===== config.mk =====
export PLATFORM = sky130hd
export DESIGN_NAME = ide_slot
export DESIGN_NICKNAME = d
export VERILOG_FILES = /design/src/sv/ide_pkg.sv /design/src/sv/ide_slot.sv
export SDC_FILE = /design/constraint.sdc
export NUM_CORES = 1
export LEC_CHECK = 0
export BUFFER_PORTS_ARGS = -buffer_cell sky130_fd_sc_hd__buf_2
export CORE_AREA = 2 2 39 41
export DETAILED_ROUTE_END_ITERATION = 12
export DIE_AREA = 0 0 41 43
export MAX_ROUTING_LAYER = met4
export PLACE_DENSITY = 0.36
export SETUP_SLACK_MARGIN = 0.1
export SLEW_MARGIN = 20
export SYNTH_ARGS = -nofsm -noshare
export SYNTH_HDL_FRONTEND = slang
export SYNTH_SLANG_ARGS = --single-unit

===== constraint.sdc =====
create_clock -name vclk -period 1.2
set_clock_uncertainty 0.1 [all_clocks]
set_input_delay 0.12 -clock vclk [all_inputs]
set_output_delay 0.12 -clock vclk [all_outputs]
set_load 0.02 [all_outputs]

===== src/sv/ide_pkg.sv =====
package ide_pkg;

    // Default sizing of the ring store.
    localparam int DEPTH_DEFAULT       = 16;
    localparam int HANDLE_BITS_DEFAULT = 32;

    // Fixed field widths of the request and response words.
    localparam int KIND_W   = 3;
    localparam int POS_W    = 4;
    localparam int HANDLE_W = 32;
    localparam int STATUS_W = 2;
    localparam int OCC_W    = 5;

    typedef enum logic [KIND_W-1:0] {
        KIND_PUSH_BACK  = 3'd0,
        KIND_PUSH_FRONT = 3'd1,
        KIND_POP_BACK   = 3'd2,
        KIND_POP_FRONT  = 3'd3,
        KIND_READ       = 3'd4,
        KIND_REPLACE    = 3'd5,
        KIND_REMOVE     = 3'd6
    } kind_t;

    typedef enum logic [STATUS_W-1:0] {
        STATUS_OK    = 2'd0,
        STATUS_EMPTY = 2'd1,
        STATUS_FULL  = 2'd2
    } status_t;

    typedef struct packed {
        kind_t               kind;
        logic [POS_W-1:0]    position;
        logic [HANDLE_W-1:0] handle_in;
    } req_t;

    typedef struct packed {
        logic [HANDLE_W-1:0] handle_out;
        status_t             status;
        logic [OCC_W-1:0]    occupancy;
    } rsp_t;

endpackage


===== src/sv/ide_slot.sv =====
module ide_slot #(
    parameter int DEPTH = ide_pkg::DEPTH_DEFAULT
) (
    input  logic [$clog2(DEPTH)-1:0] base,
    input  logic [$clog2(DEPTH)-1:0] offset,
    output logic [$clog2(DEPTH)-1:0] slot
);

    localparam int PTR_W = $clog2(DEPTH);

    logic [PTR_W:0] sum;

    // Both operands are below DEPTH, so one conditional subtract wraps the ring.
    assign sum  = {1'b0, base} + {1'b0, offset};
    assign slot = (sum >= (PTR_W + 1)'(DEPTH)) ? PTR_W'(sum - (PTR_W + 1)'(DEPTH))
                                               : PTR_W'(sum);

endmodule


==> impl_metrics.ini, run 1 <==
[die]
placeableCoreArea_um2 = 1384
pin_count = 12
row_count = 14
start_util = 0.07233
dieArea_um2 = 1763
die_w_um = 41
fp.dieH_um = 43

[worst_hold_path]
whs_path_depth = 3
holdPathEnd = slot[0]
holdCritStartpoint = offset[0]
hold_path.class = in2out

[clock_network]
postCtsSetupBuffers = 0
ctsHoldBuffers = 0

[place]
globalplace.congestion = 0.5091
place_hpwl_um = 287.8
port_buffers = 12
place_ws_ns = -0.1622
dp.cells = 40

[logic_synthesis]
synth-compound-area-share = 0.1625
synthTopCellsByArea = ha_1 (38%), fa_1 (20%), xor2_1 (18%)
synth_top_family_by_area = adder cells
synth.distinct_cells = 6
yosysTopAreaCell = ha_1
ys_seq_area_frac = 0
yosys_warnings = 0
netlist_area_um2 = 100.1
synth_top_area_share = 0.3750
yosys.area_share.simple = 0
syn-instance-count = 9
synth.mux.area_fraction = 0
syn_nets = 21
synth.avg_cell_area_um2 = 11.12
synth_xor_area_frac = 0.2625
yosys.area_share.adder = 0.5750

[timing]
maxSlewViolCount = 0
min_period_ns = 1.253
fin_crit_sh = 1.044
setup_ws_ns = -0.05332
max_freq_ghz = 0.7979
worst_pin_slew_ns = 0.2307
slew_headroom = 0.8457
setup_viol = 3
holdWs_ns = 0.4706
finalHoldViolCount = 0
rsz0062_at_grt = true

[global_route]
grt_pass1_wl_um = 469
antenna_found_initial = 0
grt-ovfl-total = 0
globalRouteTotalUtil = 0.03487
grt_max_degree = 3
grt_pass1_vias = 113

[route]
antenna_left = 0
drtIter0Drc = 0
drc = 0
routed_via_density = 3.025
vias = 121
post_drt_wl_per_cell_um = 7.650
drt-total-wl_um = 306
firstDrtPassIters = 1

[cells_and_area]
area_delta_synth_final_pct = 207.5
n_clock_buffer = 0
num_antenna_cells = 0
drive_gt1_frac = 0.8750
design.seq.count = 0
multi_input_area_um2 = 153.9
final_cell_count_no_fill = 40
fillCellCount = 150
final_util = 0.2224
finalNetCount = 38
layout_common_cells = buf_6 (5), buf_2 (5), buf_4 (3)
register_area_um2 = 0

[power_and_ir_drop]
max-vdd-ir-drop_uv = 186.9
powerDensity_nw_per_um2 = 554.3
p_leak_nw = 0.1398
total_power_mw = 0.1706

[worst_setup_path]
worstPathRequired_ns = 0.98
endpoint_kind = primary output
cp-start-kind = input pin
cp.arrival_ns = 1.03
critical_path_class = in2out
crit_fanout = 2

[status]
outcome = complete, but fails checks
failed_checks = negative setup slack

[job]
cap_violations = 0
==> logic make-up after synthesis <==
family                   Yosys count
XOR/XNOR                           3
AO/OA/AOI/OAI                      2
adder cells (fa/ha/maj)            4
==> metal layers <==
metal | wire, um | track usage | vias to the layer above
met1 | 131 | 0.04777 | 49
met3 | 45 | 0.005236 | 0
li1 | - | - | 62
met2 | 128 | 0.05625 | 10
met5 | 0 | - | -
met4 | 0 | 0 | 0
==> layout make-up <==
cell class,instances,area share
Tap cell,16,0.06504
Multi-Input combinational cell,9,0.5000
Timing Repair Buffer,15,0.4350
==> critical path, stage by stage <==
cell     delay (ns)
buf_8          0.10
ha_4           0.22
a21o_1         0.16
a21oi_2        0.16
xnor2_2        0.12
buf_4          0.16
==> cell usage after synthesis (all sizes together) <==
library cell / count
xnor2: 1
xor2: 2
fa: 1
ha: 3
a21oi: 1
a21o: 1
==> metrics by stage <==
step           TNS [ns]  cell area (um^2)
6_report        -0.1306             307.8
2_1_floorplan         0             141.4
3_5_place_dp    -0.4080             244.0
5_1_grt         -0.2309             307.8
3_3_place_gp    -0.3986             244.0
4_1_cts         -0.2031             307.8
==> worst max-delay path by stage <==
stage / slack (ns) / cells after the start / start / end
2_1_floorplan: 0.08 / 3 / offset[0] / slot[2]
3_3_place_gp: -0.16 / 5 / offset[0] / slot[2]
3_5_place_dp: -0.16 / 5 / offset[0] / slot[2]
4_1_cts: -0.11 / 6 / base[1] / slot[3]
5_1_grt: -0.12 / 6 / base[1] / slot[3]
6_report: -0.05 / 6 / base[1] / slot[3]
==> what timing repair did <==
action | CTS | global route
pin swaps | 7 | 3
setup endpoints to repair | 3 | 3
gates resized for setup | 13 | 0
==> where the power goes <==
group	leakage [nW]	switching [mW]	internal, mW	total (mW)
logic	0.140	0.0753	0.0953	0.171
registers	0	0	0	0
clock network	0	0	0	0
Note: power is estimated with default switching activity, not from simulation.
==> run 2, diff against run 1 <==
Settings changed: BUFFER_PORTS_ARGS -buffer_cell sky130_fd_sc_hd__buf_2 to -buffer_cell sky130_fd_sc_hd__clkbuf_2, RECOVER_POWER set to 25.
==> run 2 against run 1 <==
Critical path type unchanged. Fmax decreased by 5.1%. Global-route usage increased by 0.30 points. Combinational power increased by 8%. Final area decreased by 2.4%. Count of clock-buffer cells in the layout unchanged. Hold slack improved by 0.077 ns. The flow still finishes with violations (negative setup slack).
==> impl_metrics.ini, run 2 (synthesis gave the netlist of run 1 again) <==
[route]
vias = 128
drc = 0
antenna_left = 0
firstDrtPassIters = 1
drtIter0Drc = 0
routed_via_density = 3.200
post_drt_wl_per_cell_um = 8.450
drt-total-wl_um = 338

[timing]
slew_headroom = 0.8285
worst_pin_slew_ns = 0.2584
holdWs_ns = 0.5477
rsz0062_at_grt = true
fin_crit_sh = 1.100
max_freq_ghz = 0.7575
setup_ws_ns = -0.1202
finalHoldViolCount = 0
min_period_ns = 1.320
maxSlewViolCount = 0
setup_viol = 3

[cells_and_area]
register_area_um2 = 0
finalNetCount = 38
drive_gt1_frac = 0.8333
num_antenna_cells = 0
n_clock_buffer = 0
design.seq.count = 0
area_delta_synth_final_pct = 200.0
final_cell_count_no_fill = 40
layout_common_cells = clkbuf_2 (6), buf_8 (3), buf_4 (3)
final_common_cell = clkbuf_2
final_util = 0.2170

[worst_setup_path]
slowest_stage = ha_4
endpoint_kind = primary output
cp.arrival_ns = 1.10
crit_fanout = 2
cp_cell_sequence = buf_8 -> ha_4 -> a21o_1 -> a21oi_2 -> xnor2_2 -> clkbuf_8
cp_slowest_stage_delay_ns = 0.22
cpLargestDelayFamily = compound AO/OA/AOI/OAI gates
cp_num_buf_inv = 2
worstPathRequired_ns = 0.98
cp-start-kind = input pin
critical_path_class = in2out

[status]
failed_checks = negative setup slack
outcome = complete, but fails checks

[global_route]
grt_pass1_vias = 115
grt_max_degree = 3
grt_pass1_wl_um = 455
grt-ovfl-total = 0
antenna_found_initial = 0
globalRouteTotalUtil = 0.03791

[place]
globalplace.congestion = 0.5095
dp.cells = 40
place_hpwl_um = 312.4
port_buffers = 12

[job]
cap_violations = 0

[clock_network]
postCtsSetupBuffers = 0
ctsHoldBuffers = 0

[die]
pin_count = 12
start_util = 0.07233
row_count = 14
die_w_um = 41
fp.dieH_um = 43
dieArea_um2 = 1763
placeableCoreArea_um2 = 1384

[worst_hold_path]
hold_path.class = in2out

[power_and_ir_drop]
powerDensity_nw_per_um2 = 614.3
max-vdd-ir-drop_uv = 144.6
p_leak_nw = 0.1365
run 2: final timing paths:
check	startpoint	endpoint	slack, ns	cells after the start
worst min-delay path	base[0]	slot[0]	0.55	3
worst max-delay path	base[1]	slot[3]	-0.12	6
run 2: layout make-up:
class                           count  area [um^2]
Timing Repair Buffer               15        126.4
Multi-Input combinational cell      9        153.9
Tap cell                           16        20.02
Fill cell                         156         1084
run 2: metrics by stage:
stage	power (mW)	cell area [um^2]	worst slack, ns	setup TNS (ns)
detailed placement	0.1416	244.0	-0.1595	-0.4302
global route	0.1994	300.3	-0.1706	-0.3500
global placement	0.1352	244.0	-0.1482	-0.3791
CTS	0.1722	270.3	-0.1525	-0.3346
finish	0.1845	300.3	-0.1202	-0.2617
floorplan	0.09316	141.4	0.08200	0
run 2: power by group:
| part | switching (mW) | internal, mW |
|---|---|---|
| logic | 0.0802 | 0.104 |
| clock network | 0 | 0 |
| registers | 0 | 0 |
run 2: per-layer routing:
layer | vias up | share of wire | track usage | wire [um]
met5 | - | 0 | - | 0
met4 | 0 | 0 | 0 | 0
met3 | 0 | 0.14 | 0 | 49
met2 | 10 | 0.56 | 0.08750 | 190
met1 | 57 | 0.29 | 0.02857 | 98
li1 | 61 | - | - | -
run 2: what timing repair did:
action	CTS	global route
resized for setup	6	6
endpoints found under the setup margin	3	3
pin swaps	2	5
==> run 3, diff against run 2 <==
Settings changed: RECOVER_POWER 25 to not set.
==> run 3 against run 2 <==
Final cell count stayed put. First-iteration DRC count stayed put. Via count unchanged. Critical path type unchanged. Highest routed layer unchanged. Count of clock-buffer cells in the layout unchanged. Flip-flop and latch count stayed put. Wire length is 0.89% lower. Power increased by 0.45%. Worst setup slack about the same. Final area up 0.42%. Hold slack got worse by 0.070 ns. The run still ends with negative setup slack left.
==> impl_metrics.ini, run 3 (synthesis gave the netlist of run 1 again) <==
[status]
outcome = complete, but fails checks
failed_checks = negative setup slack

[timing]
maxSlewViolCount = 0
min_period_ns = 1.320
setup_ws_ns = -0.1202
finalHoldViolCount = 0
worst_pin_slew_ns = 0.2134
max_freq_ghz = 0.7575
rsz0062_at_grt = true
fin_crit_sh = 1.100
finalSetupTns_ns = -0.2617
slew_headroom = 0.8573
setup_viol = 3

[cells_and_area]
multi_input_area_um2 = 153.9
num_antenna_cells = 0
final_common_cell = clkbuf_2
finalNetCount = 38
n_clock_buffer = 0
drive_gt1_frac = 0.8750
area_delta_synth_final_pct = 201.2
layout_common_cells = clkbuf_2 (7), buf_8 (3), buf_4 (3)
register_area_um2 = 0
design.seq.count = 0
fillCellCount = 155
final_util = 0.2179

[route]
drtIter0Drc = 0
antenna_left = 0
drt-total-wl_um = 335
firstDrtPassIters = 1
drc = 0
routed_via_density = 3.200
vias = 128
post_drt_wl_per_cell_um = 8.375

[worst_hold_path]
holdPathEnd = slot[0]
whs_path_depth = 3
hold_path.class = in2out
holdCritStartpoint = base[0]

[global_route]
grt_max_degree = 3
antenna_found_initial = 0
globalRouteTotalUtil = 0.03791
grt_pass1_wl_um = 455
grt-ovfl-total = 0
grt_pass1_vias = 115

[worst_setup_path]
cp.arrival_ns = 1.10
critical_path_class = in2out
worstPathRequired_ns = 0.98
cp-start-kind = input pin
crit_fanout = 2
endpoint_kind = primary output

[die]
pin_count = 12
dieArea_um2 = 1763
placeableCoreArea_um2 = 1384
start_util = 0.07233
row_count = 14
fp.dieH_um = 43
die_w_um = 41

[clock_network]
postCtsSetupBuffers = 0
ctsHoldBuffers = 0

[power_and_ir_drop]
p_leak_nw = 0.1394
total_power_mw = 0.1853
max-vdd-ir-drop_uv = 145.5
powerDensity_nw_per_um2 = 614.5

[place]
place_hpwl_um = 312.4
globalplace.congestion = 0.5095
port_buffers = 12

[job]
cap_violations = 0
## run 3: worst max-delay path by stage
stage	from	to	depth (start not counted)
2_1_floorplan	offset[0]	slot[2]	3
3_3_place_gp	offset[1]	slot[3]	6
5_1_grt	offset[1]	slot[3]	6
4_1_cts	offset[1]	slot[3]	6
3_5_place_dp	offset[1]	slot[3]	6
6_report	base[1]	slot[3]	6
## run 3: final cells by class
class / instances / area share
multi-input cells: 9 / 0.5104
repair buffers: 15 / 0.4232
well taps: 16 / 0.06639
## run 3: repair_timing
action                                  CTS  global route
pin swaps                                 2             5
gates resized for setup                   6             6
endpoints found under the setup margin    3             3
## run 3: per-layer routing
layer / track usage / share of wire / vias to the layer above
met3: 0 / 0.12 / 0
li1: - / - / 61
met4: 0 / 0 / 0
met2: 0.08750 / 0.56 / 10
met1: 0.02857 / 0.31 / 57
met5: - / 0 / -
## run 3: critical path: stages
cell and delay (ns):
buf_8 0.10, ha_4 0.22, a21o_1 0.18, a21oi_2 0.18, xnor2_2 0.14, clkbuf_8 0.17
## run 3: through the flow
step	instance area [um^2]	std cells	worst slack [ns]	hold WS, ns
floorplan	141.4	9	0.08200	0.2750
global placement	244.0	40	-0.1482	0.5050
finish	301.5	40	-0.1202	0.4775
detailed placement	244.0	40	-0.1595	0.5200
global route	301.5	40	-0.1706	0.4981
CTS	270.3	40	-0.1525	0.5207
## run 3: report_power, final
group / total (mW) / internal [mW] / switching [mW]
registers: 0 / 0 / 0
clock network: 0 / 0 / 0
logic: 0.185 / 0.105 / 0.0800
